===== src/rtl/ipv4dq_pkg.sv =====
// Package for the IPv4 dotted-quad parser: types, character codes and
// character-class helper functions. It depends on nothing else.
package ipv4dq_pkg;

    localparam logic [7:0] CH_NUL   = 8'h00;
    localparam logic [7:0] CH_SPACE = 8'h20;
    localparam logic [7:0] CH_TAB   = 8'h09;
    localparam logic [7:0] CH_CR    = 8'h0D;
    localparam logic [7:0] CH_STAR  = 8'h2A;
    localparam logic [7:0] CH_PLUS  = 8'h2B;
    localparam logic [7:0] CH_MINUS = 8'h2D;
    localparam logic [7:0] CH_DOT   = 8'h2E;
    localparam logic [7:0] CH_ZERO  = 8'h30;
    localparam logic [7:0] CH_NINE  = 8'h39;
    localparam logic [7:0] CH_LA    = 8'h61;
    localparam logic [7:0] CH_LF    = 8'h66;
    localparam logic [7:0] CH_LX    = 8'h78;
    localparam logic [7:0] CH_UA    = 8'h41;
    localparam logic [7:0] CH_UF    = 8'h46;
    localparam logic [7:0] CH_UX    = 8'h58;

    localparam int VALUE_W = 9;
    localparam int PROD_W  = 13;
    localparam int DIGIT_W = 5;
    localparam logic [VALUE_W-1:0] SAT_VALUE = 9'd256;
    localparam logic [VALUE_W-1:0] MAX_OCTET = 9'd255;
    localparam logic [DIGIT_W-1:0] NO_DIGIT  = 5'd16;

    typedef enum logic [4:0] {
        PH_LEAD  = 5'b00001,
        PH_PRE   = 5'b00010,
        PH_SIGN  = 5'b00100,
        PH_NUM   = 5'b01000,
        PH_TRAIL = 5'b10000
    } phase_t;

    typedef enum logic [1:0] {
        BASE_NONE = 2'd0,
        BASE_DEC  = 2'd1,
        BASE_OCT  = 2'd2,
        BASE_HEX  = 2'd3
    } base_t;

    typedef enum logic [1:0] {
        PFX_NONE = 2'd0,
        PFX_ZERO = 2'd1,
        PFX_ZX   = 2'd2,
        PFX_BODY = 2'd3
    } pfx_t;

    typedef struct packed {
        logic       accepted;
        logic [7:0] octet_first;
        logic [7:0] octet_second;
        logic [7:0] octet_third;
        logic [7:0] octet_fourth;
    } result_t;

    function automatic logic is_space(input logic [7:0] c);
        return (c == CH_SPACE) || ((c >= CH_TAB) && (c <= CH_CR));
    endfunction

    function automatic logic is_dec(input logic [7:0] c);
        return (c >= CH_ZERO) && (c <= CH_NINE);
    endfunction

    function automatic logic [DIGIT_W-1:0] digit_of(input logic [7:0] c);
        logic [7:0] t;
        t = 8'd0;
        if (is_dec(c)) begin
            t = c - CH_ZERO;
        end
        else if ((c >= CH_LA) && (c <= CH_LF)) begin
            t = c - CH_LA + 8'd10;
        end
        else if ((c >= CH_UA) && (c <= CH_UF)) begin
            t = c - CH_UA + 8'd10;
        end
        else begin
            t = 8'(NO_DIGIT);
        end
        return t[DIGIT_W-1:0];
    endfunction

endpackage


===== src/rtl/ipv4_dotted_quad_parser_unit.sv =====
// Top level of the IPv4 dotted-quad parser: input byte register, parse core,
// result register. Uses ipv4dq_pkg, ipv4dq_parse and ipv4dq_out.
//
//   channel  | handshake            | payload
//   ---------+----------------------+----------------------------------------
//   input    | in_valid / in_stall  | text_byte[7:0]
//   result   | out_valid / out_stall| accepted, octet_first..octet_fourth
//
// One byte per cycle while in_stall is low; the parse state updates in a
// single pass. Each NUL's result is registered after the byte register.
// in_stall rises only while a NUL waits in the input register and the
// previous result is still held by out_stall.
// Reset clears the handshake and parse control state; no warm-up is needed.
module ipv4_dotted_quad_parser_unit (
    input  logic       clk,
    input  logic       rst_n,
    input  logic       in_valid,
    output logic       in_stall,
    input  logic [7:0] text_byte,
    output logic       out_valid,
    input  logic       out_stall,
    output logic       accepted,
    output logic [7:0] octet_first,
    output logic [7:0] octet_second,
    output logic [7:0] octet_third,
    output logic [7:0] octet_fourth
);

    logic       in_valid_reg, in_valid_next;
    logic [7:0] byte_reg, byte_next;
    logic       step;
    logic       load_in;
    logic       res_valid;
    ipv4dq_pkg::result_t res;
    ipv4dq_pkg::result_t res_out;

    // hold a NUL while the previous result is still waiting
    assign step     = in_valid_reg &&
                      !((byte_reg == ipv4dq_pkg::CH_NUL) && out_valid && out_stall);
    assign in_stall = in_valid_reg && !step;
    assign load_in  = in_valid && !in_stall;

    always_comb
    begin
        in_valid_next = in_valid_reg;
        byte_next     = byte_reg;
        if (load_in) begin
            in_valid_next = 1'b1;
            byte_next     = text_byte;
        end
        else if (step) begin
            in_valid_next = 1'b0;
        end
    end

    always_ff @(posedge clk or negedge rst_n)
    begin
        if (!rst_n) begin
            in_valid_reg <= 1'b0;
        end
        else begin
            in_valid_reg <= in_valid_next;
        end
    end

    always_ff @(posedge clk)
    begin
        byte_reg <= byte_next;
    end

    ipv4dq_parse u_parse (
        .clk       (clk),
        .rst_n     (rst_n),
        .step      (step),
        .char_in   (byte_reg),
        .res_valid (res_valid),
        .res       (res)
    );

    ipv4dq_out u_out (
        .clk       (clk),
        .rst_n     (rst_n),
        .load      (res_valid),
        .res       (res),
        .out_stall (out_stall),
        .out_valid (out_valid),
        .res_out   (res_out)
    );

    assign accepted     = res_out.accepted;
    assign octet_first  = res_out.octet_first;
    assign octet_second = res_out.octet_second;
    assign octet_third  = res_out.octet_third;
    assign octet_fourth = res_out.octet_fourth;

endmodule


===== src/rtl/ipv4dq_parse.sv =====
// Parse state and per-byte next-state logic of the dotted-quad parser.
// Uses ipv4dq_pkg; produces one result transaction per NUL byte.
module ipv4dq_parse (
    input  logic                clk,
    input  logic                rst_n,
    input  logic                step,
    input  logic [7:0]          char_in,
    output logic                res_valid,
    output ipv4dq_pkg::result_t res
);

    ipv4dq_pkg::phase_t phase_reg, phase_next;
    ipv4dq_pkg::base_t  base_reg, base_next;
    ipv4dq_pkg::pfx_t   pfx_reg, pfx_next;
    logic [1:0]                      idx_reg, idx_next;
    logic [ipv4dq_pkg::VALUE_W-1:0]  val_reg, val_next;
    logic minus_reg, minus_next;
    logic prelude_reg, prelude_next;
    logic wild_reg, wild_next;
    logic fail_reg, fail_next;
    logic [7:0] oct0_reg, oct0_next;
    logic [7:0] oct1_reg, oct1_next;
    logic [7:0] oct2_reg, oct2_next;

    logic [ipv4dq_pkg::DIGIT_W-1:0] dig;
    logic [ipv4dq_pkg::DIGIT_W-1:0] radix;
    logic [ipv4dq_pkg::PROD_W-1:0]  prod;
    logic [ipv4dq_pkg::PROD_W-1:0]  ext;
    logic value_bad;
    logic pre_act, end_act, begin_act, next_act;
    logic ok;
    logic [7:0] last;

    always_comb
    begin
        dig   = ipv4dq_pkg::digit_of(char_in);
        ext   = ipv4dq_pkg::PROD_W'(val_reg);
        case (base_reg)
            ipv4dq_pkg::BASE_HEX:
            begin
                radix = 5'd16;
                prod  = (ext << 4) + ipv4dq_pkg::PROD_W'(dig);
            end
            ipv4dq_pkg::BASE_OCT:
            begin
                radix = 5'd8;
                prod  = (ext << 3) + ipv4dq_pkg::PROD_W'(dig);
            end
            default:
            begin
                radix = 5'd10;
                prod  = (ext << 3) + (ext << 1) + ipv4dq_pkg::PROD_W'(dig);
            end
        endcase
        value_bad = (val_reg > ipv4dq_pkg::MAX_OCTET) || (minus_reg && (val_reg != '0));
    end

    always_comb
    begin
        phase_next   = phase_reg;
        base_next    = base_reg;
        pfx_next     = pfx_reg;
        idx_next     = idx_reg;
        val_next     = val_reg;
        minus_next   = minus_reg;
        prelude_next = prelude_reg;
        wild_next    = wild_reg;
        fail_next    = fail_reg;
        oct0_next    = oct0_reg;
        oct1_next    = oct1_reg;
        oct2_next    = oct2_reg;
        pre_act      = 1'b0;
        end_act      = 1'b0;
        begin_act    = 1'b0;
        next_act     = 1'b0;
        ok           = 1'b0;
        last         = 8'd0;
        res_valid    = 1'b0;
        res          = '0;

        if (step && (char_in != ipv4dq_pkg::CH_NUL)) begin
            if (!wild_reg && !fail_reg) begin
                case (phase_reg)
                    ipv4dq_pkg::PH_LEAD:
                    begin
                        if (ipv4dq_pkg::is_space(char_in)) begin
                            phase_next = ipv4dq_pkg::PH_LEAD;
                        end
                        else if (char_in == ipv4dq_pkg::CH_STAR) begin
                            wild_next = 1'b1;
                        end
                        else begin
                            phase_next = ipv4dq_pkg::PH_PRE;
                            pre_act    = 1'b1;
                        end
                    end
                    ipv4dq_pkg::PH_PRE:
                    begin
                        pre_act = 1'b1;
                    end
                    ipv4dq_pkg::PH_SIGN:
                    begin
                        if (ipv4dq_pkg::is_dec(char_in)) begin
                            begin_act = 1'b1;
                        end
                        else begin
                            fail_next = 1'b1;
                        end
                    end
                    ipv4dq_pkg::PH_NUM:
                    begin
                        if (pfx_reg == ipv4dq_pkg::PFX_ZERO) begin
                            if ((char_in == ipv4dq_pkg::CH_LX) ||
                                (char_in == ipv4dq_pkg::CH_UX)) begin
                                pfx_next = ipv4dq_pkg::PFX_ZX;
                            end
                            else if (dig < 5'd8) begin
                                base_next = ipv4dq_pkg::BASE_OCT;
                                pfx_next  = ipv4dq_pkg::PFX_BODY;
                                val_next  = ipv4dq_pkg::VALUE_W'(dig);
                            end
                            else begin
                                end_act = 1'b1;
                            end
                        end
                        else if (pfx_reg == ipv4dq_pkg::PFX_ZX) begin
                            if (dig < ipv4dq_pkg::NO_DIGIT) begin
                                base_next = ipv4dq_pkg::BASE_HEX;
                                pfx_next  = ipv4dq_pkg::PFX_BODY;
                                val_next  = ipv4dq_pkg::VALUE_W'(dig);
                            end
                            else begin
                                end_act = 1'b1;
                            end
                        end
                        else if (dig < radix) begin
                            if (prod > ipv4dq_pkg::PROD_W'(ipv4dq_pkg::SAT_VALUE)) begin
                                val_next = ipv4dq_pkg::SAT_VALUE;
                            end
                            else begin
                                val_next = prod[ipv4dq_pkg::VALUE_W-1:0];
                            end
                        end
                        else begin
                            end_act = 1'b1;
                        end
                    end
                    ipv4dq_pkg::PH_TRAIL:
                    begin
                        if (!ipv4dq_pkg::is_space(char_in)) begin
                            fail_next = 1'b1;
                        end
                    end
                    default:
                    begin
                        fail_next = 1'b1;
                    end
                endcase

                if (pre_act) begin
                    if (ipv4dq_pkg::is_space(char_in)) begin
                        prelude_next = 1'b1;
                    end
                    else if ((char_in == ipv4dq_pkg::CH_PLUS) ||
                             (char_in == ipv4dq_pkg::CH_MINUS)) begin
                        minus_next = (char_in == ipv4dq_pkg::CH_MINUS);
                        phase_next = ipv4dq_pkg::PH_SIGN;
                    end
                    else if (ipv4dq_pkg::is_dec(char_in)) begin
                        begin_act = 1'b1;
                    end
                    else if ((idx_reg != 2'd3) && !prelude_reg &&
                             (char_in == ipv4dq_pkg::CH_DOT)) begin
                        next_act = 1'b1;
                    end
                    else begin
                        fail_next = 1'b1;
                    end
                end

                if (end_act) begin
                    if ((pfx_reg == ipv4dq_pkg::PFX_ZX) || value_bad) begin
                        fail_next = 1'b1;
                    end
                    else if (idx_reg != 2'd3) begin
                        if (char_in == ipv4dq_pkg::CH_DOT) begin
                            next_act = 1'b1;
                        end
                        else begin
                            fail_next = 1'b1;
                        end
                    end
                    else if (ipv4dq_pkg::is_space(char_in)) begin
                        phase_next = ipv4dq_pkg::PH_TRAIL;
                    end
                    else begin
                        fail_next = 1'b1;
                    end
                end

                if (begin_act) begin
                    phase_next = ipv4dq_pkg::PH_NUM;
                    if (char_in == ipv4dq_pkg::CH_ZERO) begin
                        pfx_next  = ipv4dq_pkg::PFX_ZERO;
                        base_next = ipv4dq_pkg::BASE_NONE;
                        val_next  = '0;
                    end
                    else begin
                        pfx_next  = ipv4dq_pkg::PFX_BODY;
                        base_next = ipv4dq_pkg::BASE_DEC;
                        val_next  = ipv4dq_pkg::VALUE_W'(dig);
                    end
                end

                if (next_act) begin
                    case (idx_reg)
                        2'd0:    oct0_next = val_reg[7:0];
                        2'd1:    oct1_next = val_reg[7:0];
                        default: oct2_next = val_reg[7:0];
                    endcase
                    idx_next     = idx_reg + 2'd1;
                    phase_next   = ipv4dq_pkg::PH_PRE;
                    val_next     = '0;
                    base_next    = ipv4dq_pkg::BASE_NONE;
                    pfx_next     = ipv4dq_pkg::PFX_NONE;
                    minus_next   = 1'b0;
                    prelude_next = 1'b0;
                end
            end
        end
        else if (step) begin
            if (wild_reg) begin
                ok = 1'b1;
            end
            else if (!fail_reg && (idx_reg == 2'd3)) begin
                case (phase_reg)
                    ipv4dq_pkg::PH_PRE:
                    begin
                        ok = 1'b1;
                    end
                    ipv4dq_pkg::PH_NUM:
                    begin
                        ok   = (pfx_reg != ipv4dq_pkg::PFX_ZX) && !value_bad;
                        last = val_reg[7:0];
                    end
                    ipv4dq_pkg::PH_TRAIL:
                    begin
                        ok   = 1'b1;
                        last = val_reg[7:0];
                    end
                    default:
                    begin
                        ok = 1'b0;
                    end
                endcase
            end
            res_valid = 1'b1;
            res.accepted = ok;
            if (ok && !wild_reg) begin
                res.octet_first  = oct0_reg;
                res.octet_second = oct1_reg;
                res.octet_third  = oct2_reg;
                res.octet_fourth = last;
            end
            phase_next   = ipv4dq_pkg::PH_LEAD;
            idx_next     = 2'd0;
            val_next     = '0;
            base_next    = ipv4dq_pkg::BASE_NONE;
            pfx_next     = ipv4dq_pkg::PFX_NONE;
            minus_next   = 1'b0;
            prelude_next = 1'b0;
            wild_next    = 1'b0;
            fail_next    = 1'b0;
        end
    end

    always_ff @(posedge clk or negedge rst_n)
    begin
        if (!rst_n) begin
            phase_reg   <= ipv4dq_pkg::PH_LEAD;
            base_reg    <= ipv4dq_pkg::BASE_NONE;
            pfx_reg     <= ipv4dq_pkg::PFX_NONE;
            idx_reg     <= 2'd0;
            val_reg     <= '0;
            minus_reg   <= 1'b0;
            prelude_reg <= 1'b0;
            wild_reg    <= 1'b0;
            fail_reg    <= 1'b0;
        end
        else begin
            phase_reg   <= phase_next;
            base_reg    <= base_next;
            pfx_reg     <= pfx_next;
            idx_reg     <= idx_next;
            val_reg     <= val_next;
            minus_reg   <= minus_next;
            prelude_reg <= prelude_next;
            wild_reg    <= wild_next;
            fail_reg    <= fail_next;
        end
    end

    always_ff @(posedge clk)
    begin
        oct0_reg <= oct0_next;
        oct1_reg <= oct1_next;
        oct2_reg <= oct2_next;
    end

endmodule


===== src/rtl/ipv4dq_out.sv =====
// Result register of the dotted-quad parser with valid/stall handshake.
// Uses ipv4dq_pkg::result_t.
module ipv4dq_out (
    input  logic                clk,
    input  logic                rst_n,
    input  logic                load,
    input  ipv4dq_pkg::result_t res,
    input  logic                out_stall,
    output logic                out_valid,
    output ipv4dq_pkg::result_t res_out
);

    logic                valid_reg, valid_next;
    ipv4dq_pkg::result_t res_reg, res_next;

    always_comb
    begin
        valid_next = valid_reg;
        res_next   = res_reg;
        if (load) begin
            valid_next = 1'b1;
            res_next   = res;
        end
        else if (!out_stall) begin
            valid_next = 1'b0;
        end
    end

    always_ff @(posedge clk or negedge rst_n)
    begin
        if (!rst_n) begin
            valid_reg <= 1'b0;
        end
        else begin
            valid_reg <= valid_next;
        end
    end

    always_ff @(posedge clk)
    begin
        res_reg <= res_next;
    end

    assign out_valid = valid_reg;
    assign res_out   = res_reg;

endmodule


===== config.mk =====
export PLATFORM = sky130hd
export DESIGN_NAME = ipv4_dotted_quad_parser_unit
export DESIGN_NICKNAME = d
export VERILOG_FILES = /design/src/rtl/ipv4dq_pkg.sv /design/src/rtl/ipv4_dotted_quad_parser_unit.sv /design/src/rtl/ipv4dq_parse.sv /design/src/rtl/ipv4dq_out.sv
export SDC_FILE = /design/constraint.sdc
export NUM_CORES = 1
export LEC_CHECK = 0
export ABC_AREA = 1
export ABC_CLOCK_PERIOD_IN_PS = 7150
export BUFFER_PORTS_ARGS = -buffer_cell sky130_fd_sc_hd__buf_4
export CAP_MARGIN = 15
export CELL_PAD_IN_SITES_DETAIL_PLACEMENT = 0
export CELL_PAD_IN_SITES_GLOBAL_PLACEMENT = 2
export CORE_MARGIN = 8
export CORE_UTILIZATION = 39
export DETAILED_ROUTE_END_ITERATION = 10
export GPL_TIMING_DRIVEN = 0
export PLACE_DENSITY_LB_ADDON = 0.08
export REMOVE_ABC_BUFFERS = 1
export SETUP_SLACK_MARGIN = 0.05
export SLEW_MARGIN = 10
export SYNTH_ARGS = -nofsm -noshare
export SYNTH_HDL_FRONTEND = slang
export SYNTH_SLANG_ARGS = --single-unit
export TNS_END_PERCENT = 20

===== constraint.sdc =====
create_clock -name clk -period 7.15 [get_ports clk]
set_input_delay 1.43 -clock clk [delete_from_list [all_inputs] [get_ports clk]]
set_output_delay 1.43 -clock clk [all_outputs]
set_load 0.01 [all_outputs]

==> metrics.md, run 1 <==
| Metric | Value |
|---|---|
| Sw Ratio | 0.384 |
| Die width | 138 um |
| Post-layout minimum cycle time | 4340 ps |
| Sequential cell area fraction in the yosys report | 0.447 |
| Final worst path period share | 0.607 |
| Yosys synthesis warning count | 0 |
| Mapped Area | 0.00583 mm^2 |
| Crit start category | register |
| Post-DP Area | 0.00639 mm^2 |
| Reg2reg setup slack | 2810 ps |
| Hold-fix buffers, CTS | 0 |
| Top cell type's share of synthesized area | 0.335 |
| Max reg flops | 33 |
| Min-delay src | u_parse.pfx_reg[0] |
| DR vias/cell | 4.88 |
| DRC viols | 0 |
| Die ar. | 0.0191 mm^2 |
| Synth top area cells | edfxtp_1, nand2_1, dfrtp_1, inv_1, ha_1 |
| Worst-path fanout max | 5 |
| Maximum clock rate | 231 MHz |
| Slew headroom | 0.491 |
| Max VDD drop | 0.115 mV |
| Fin cells | 972 |
| Placed insts | 955 |
| Min-Delay Path Class | register to register |
| Net Switching | 0.000661 W |
| Total power | 0.00172 W |
| Post-synthesis register bit count | 91 |
| R2R depth | 27 |
| # Max-Cap Violations | 0 |
| CP Capture Type | register |
| # setup viols final | 0 |
| Layout cells sized above 1 | 0.159 |
| First-pass GRT wire length | 23800 um |
| Post-CTS Setup Bufs | 0 |
| Post_cts resized | 0 |
| CTS tree | done |
| Root Driver | clkbuf_16 |
| Outcome | complete, no violations |
| Yosys cell types | 46 |
| Clock power frac | 0.280 |
| Worst skew pair latency | 350 ps |
| Clock Pin Slew Worst Setup and Hold Paths | 70 ps |
| Worst EP required | 7440 ps |
| Nets | 829 |
| Static Leak | 3.29 nW |
| Avg Synthesized Cell Area | 7.99 um^2 |
| Sequential power share | 0.391 |
| Total GRT Usage | 0.152 |
| R2R Path End | u_parse.val_reg[1] |
| Drt total wl | 14300 um |
| Count of input and output buffers | 46 |
| Top-level port count | 47 |
| GP Congestion | 0.825 |
| Synth-to-Final Area Change | 14.9% |
| Vias in the first global route | 4579 |
| Post-synth ARST share | 0.286 |
| Final TNS setup | 0 ps |
| Pwr Density | 257 mW/mm^2 |
| CP arrival | 4630 ps |
| Internal | 0.00106 W |
| Final Cell Area | 0.00670 mm^2 |
| Tightest Pin Transition | 760 ps |
| DRT iter0 DRCs | 271 |
| Rows | 44 |
| Top-count cell post-synth | nand2_1 |
| CTS sink cnt | 91 |
| Final Slew Violations | 0 |
| H-tree Lvls | 3 |
| Clock Path Buffers | 2 |
| Synthesized netlist cell count | 730 |
| Commonest cells in the netlist | nand2_1, inv_1, nor2_1, edfxtp_1, nand3_1 |
| Largest net degree at the start of global routing | 36 |
| Top FF cell, synth | edfxtp_1 |
| Die Span Y | 138 um |
| Hold Path Sink | u_parse.pfx_reg[0] |
| Leading area contributor after synthesis | edfxtp_1 |
| Post-DP HPWL | 11300 um |
| Layout Skew | 11.1 ps |
| Final hold vios | 0 |
| CTS buffer count | 9 |
| Initial antenna violation count | 0 |
| DRT Pass-1 Iters | 5 |
| Gr ovfl total | 0 |
| RSZ-0062 raised after global routing | false |
| Via count | 4746 |
| Post-route antenna net violation count | 0 |
| Starting density of the core | 0.400 |
| Post-synth EDFFs | 65 |
| Reg-to-Reg Start | byte_reg[1] |
| Worst hold path depth | 2 |
| Routed wire per std cell | 14.7 um |
| Crit path kind | register to register |
| Comb power frac | 0.329 |
| Core Box Area | 0.0146 mm^2 |
-- cell families (layout without fill, tap and decap cells) --
logic type	count (synthesis)	in the layout	synth area share
and+or+nand+nor	407	407	0.322
buffers and inverters	133	190	0.0865
DFF	91	91	0.447
AOI/OAI and AO/OA	62	62	0.0618
adders and majority gates	35	35	0.0803
xor gates and xnor gates	2	2	0.00300
other	0	1	0
-- how the worst max path moves through the flow --
stage | depth (start not counted) | to | slack (ps) | start
2_1_floorplan | 8 | u_out.res_out[0] | 3520 | out_stall
3_3_place_gp | 9 | u_out.res_out[2] | 2760 | out_stall
3_5_place_dp | 9 | u_out.res_out[7] | 2580 | out_stall
4_1_cts | 27 | u_parse.val_reg[1] | 2750 | byte_reg[1]
5_1_grt | 27 | u_parse.val_reg[1] | 2300 | byte_reg[1]
6_report | 27 | u_parse.val_reg[1] | 2810 | byte_reg[1]
-- layer usage --
metal / track usage / routed length, um / vias to the layer above
met5: 0 / 0 / -
met4: 0.0412 / 158 / 0
met3: 0.0315 / 541 / 12
met2: 0.236 / 6370 / 87
met1: 0.211 / 7190 / 2176
li1: - / - / 2471
-- final cells by class --
class                      instances  area, um^2
tap                              184         230
multi-input combinational        506        2730
sequential                        91        2600
antenna                            1        2.50
inverter                         127         477
fill                            1494        7890
clock inverter                     6        77.6
timing repair buffer              47         353
clock buffer                      10         229
-- through the flow --
stage,hold WS (ps),setup slack (ps),utilization
finish,478,2810,0.459
global route,509,2300,0.459
CTS,479,2750,0.459
detailed placement,464,2580,0.438
global placement,457,2760,0.437
floorplan,442,3520,-
-- critical path: stages, from the launching register on --
cell      delay (ps)
edfxtp_1         460
inv_1            140
ha_1             270
o21ai_2           90
nand2_2           90
nand2_4           70
inv_2            140
nand2_1          130
inv_1             70
nor2_1           100
fa_1             530
inv_1             70
fa_1             440
inv_1            150
nand3_1           90
nand2_1          120
nand2_1          100
nand2_1           80
nand2_1           50
nand3_1           70
nand4_1          120
nor2_2           280
nand2_2          150
o21ai_1          140
inv_1             50
nor2_1           150
nand2_1           70
nand2_1           60
-- power groups by stage --
stage	clock [W]	combinational, W	sequential [W]
after CTS	0.000495	0.000570	0.000672
final	0.000483	0.000566	0.000674
after detailed placement	0	0.000566	0.000683
after global routing	0.000513	0.000648	0.000681
after floorplan	0	0.000430	0.000656
after global placement	0	0.000566	0.000682
-- layout by cell type (no fill, tap or decap), types with 2 or more instances in the layout --
cell       count
inv_1        106
nor2_1        94
fa_1           4
edfxtp_1      65
nor2_2         6
o21ai_2        3
nand4_2        2
clkinv_4       3
nor4_2         2
buf_4         47
nand4_1       10
o21ai_0       18
nand2_4        2
ha_1          31
dfrtp_1       25
o22ai_1        3
a21oi_1       22
nand3_2        4
inv_2         21
nand3_1       65
nor3_1        13
o21ai_1        8
clkbuf_16      9
nand3b_1       2
nor2_4         6
nand2_2        9
nand2_1      184
Power figures use the tool's default switching activity.
==> run 2, diff against run 1 <==
--- a/config.mk
+++ b/config.mk
@@ -6,13 +6,13 @@
 export NUM_CORES = 1
 export LEC_CHECK = 0
 export ABC_AREA = 1
-export ABC_CLOCK_PERIOD_IN_PS = 7150
+export ABC_CLOCK_PERIOD_IN_PS = 4100
 export BUFFER_PORTS_ARGS = -buffer_cell sky130_fd_sc_hd__buf_4
 export CAP_MARGIN = 15
 export CELL_PAD_IN_SITES_DETAIL_PLACEMENT = 0
 export CELL_PAD_IN_SITES_GLOBAL_PLACEMENT = 2
 export CORE_MARGIN = 8
-export CORE_UTILIZATION = 39
+export CORE_UTILIZATION = 36
 export DETAILED_ROUTE_END_ITERATION = 10
 export GPL_TIMING_DRIVEN = 0
 export PLACE_DENSITY_LB_ADDON = 0.08
==> constraint.sdc (replaced) <==
create_clock -name clk -period 4.1 [get_ports clk]
set_input_delay 0.82 -clock clk [delete_from_list [all_inputs] [get_ports clk]]
set_output_delay 0.82 -clock clk [all_outputs]
set_load 0.01 [all_outputs]
==> run 2 against run 1 <==
Net effect:
- total power is 80% higher
- critical endpoint is now u_parse.val_reg[2]
- combinational power is 91% higher
- largest cell class unchanged
- non-clock buffer count is 16 higher
- wire length is 3.3% higher
- cell area is 4.6% higher
- register-to-register slack worse by 2500 ps
- critical path depth stayed put
- sequential power is 74% higher
==> metrics.md, run 2 (synthesized netlist as in run 1, its figures left out) <==
| Metric | Value |
|---|---|
| Synth-to-Final Area Change | 20.2% |
| Outcome | complete, no violations |
| # Max-Cap Violations | 0 |
| Min-Delay Path Class | input pin to asynchronous set/reset pin |
| Root Driver | clkbuf_16 |
| CTS sink cnt | 91 |
| Post-DP HPWL | 11600 um |
| Worst-path fanout max | 5 |
| DR vias/cell | 4.72 |
| # fillers | 1655 |
| CP most frequent cell | nand2_1 |
| CP max-delay cell | edfxtp_1 |
| Final Slew Violations | 0 |
| Layout Skew | 12.0 ps |
| Clock Pin Slew Worst Setup and Hold Paths | 70 ps |
| CTS buffer count | 9 |
| Die width | 143 um |
| Tightest Pin Transition | 702 ps |
| GR Util met2 | 0.247 |
| DRT iter0 DRCs | 272 |
| Drt total wl | 14700 um |
| First-pass GRT wire length | 24100 um |
| Count of input and output buffers | 46 |
| Met1 Usage GRT | 0.194 |
| Routed wire per std cell | 14.5 um |
| Max reg flops | 33 |
| Static Leak | 3.38 nW |
| DRC viols | 0 |
| Rows | 46 |
| Core Box Area | 0.0159 mm^2 |
| Slowest stage delay, CP | 440 ps |
| Starting density of the core | 0.367 |
| Nets | 845 |
| CTS tree | done |
| Grt peak-use layer | met2 |
| Maximum clock rate | 262 MHz |
| # setup viols final | 0 |
| Via count | 4809 |
| DRT Pass-1 Iters | 4 |
| Slew headroom | 0.530 |
| Worst skew pair latency | 350 ps |
| Routing usage on met3 | 0.0307 |
| Reg2reg setup slack | 290 ps |
| Most frequent cells in the layout | nand2_1, inv_1, nor2_1 |
| Pre-CTS setup slack | -235 ps |
| Die Span Y | 143 um |
| Total GRT Usage | 0.151 |
| Clock Path Buffers | 2 |
| Final worst path period share | 0.930 |
| Largest net degree at the start of global routing | 36 |
| Max VDD drop | 0.242 mV |
| Crit path kind | register to register |
| CP top delay family | simple AND/OR/NAND/NOR gates |
| Gr ovfl total | 0 |
| Initial antenna violation count | 0 |
| Worst path bufs/invs | 4 |
| Final setup margin | 286 ps |
| H-tree Lvls | 3 |
| CP arrival | 4100 ps |
| Commonest non-fill, non-tap cell in the layout | nand2_1 |
| Worst EP required | 4390 ps |
| Final hold vios | 0 |
| Layout cells sized above 1 | 0.210 |
| Die ar. | 0.0205 mm^2 |
| Pwr Density | 444 mW/mm^2 |
| Fin util | 0.441 |
| Antenna Cells | 0 |
| Top-level port count | 47 |
| Post-layout minimum cycle time | 3810 ps |
| RSZ-0062 raised after global routing | true |
| Vias in the first global route | 4742 |
| GP Congestion | 0.861 |
| CP Capture Type | register |
| Post-route antenna net violation count | 0 |
| Crit start category | register |
[run 2: changes by cell type in the layout (fill, tap and decap cells not counted), sizes merged]
cell and change:
inv +2, clkinv -2, buf +16, diode -1
[run 2: final timing paths]
check | start | endpoint | cells past startpoint
max | byte_reg[0] | u_parse.val_reg[2] | 27
min | rst_n | in_valid_reg | 1
max reg2reg | byte_reg[0] | u_parse.val_reg[2] | 27
min reg2reg | u_parse.pfx_reg[0] | u_parse.pfx_reg[0] | 2
max in group asynchronous | rst_n | u_parse.phase_reg[0] | 1
min in group clk | u_parse.pfx_reg[0] | u_parse.pfx_reg[0] | 2
[run 2: cell type report]
cell class	count	area, um^2	area share
Clock inverter	6	72.6	0.0104
Multi-Input combinational cell	506	2860	0.407
Tap cell	216	270	0.0386
Sequential cell	91	2600	0.371
Inverter	127	482	0.0687
Clock buffer	10	229	0.0327
Timing Repair Buffer	63	497	0.0709
[run 2: through the flow]
| step | cell area [um^2] | hold slack, ps | std cells | TNS [ps] | power, W |
|---|---|---|---|---|---|
| final | 7010 | 372 | 1019 | 0 | 0.00311 |
| after detailed placement | 6430 | 461 | 987 | -1340 | 0.00218 |
| after global routing | 7010 | 388 | 1019 | 0 | 0.00331 |
| after CTS | 6770 | 373 | 1006 | 0 | 0.00305 |
| after floorplan | 5800 | 442 | 724 | 0 | 0.00189 |
| after global placement | 6420 | 457 | 986 | -1700 | 0.00219 |
[run 2: repair_timing]
item                                    4_1_cts  5_1_grt
setup buffers                                 3       12
endpoints found under the setup margin       12        9
gates resized for setup                       6       37
hold buffers                                  0        0
pin swaps                                     1       18
[run 2: per-layer routing]
layer	wire, um	up-vias	share of wire
met4	286	0	0.019
met5	0	-	0
met3	607	16	0.041
li1	-	2506	-
met1	7160	2224	0.49
met2	6680	63	0.45
[run 2: report_power, final]
part	total, W	internal, W	switching (W)	leakage [nW]
Combinational	0.00108	0.000364	0.000717	2.24
Sequential	0.00117	0.00106	0.000119	0.989
Clock	0.000854	0.000482	0.000373	0.149
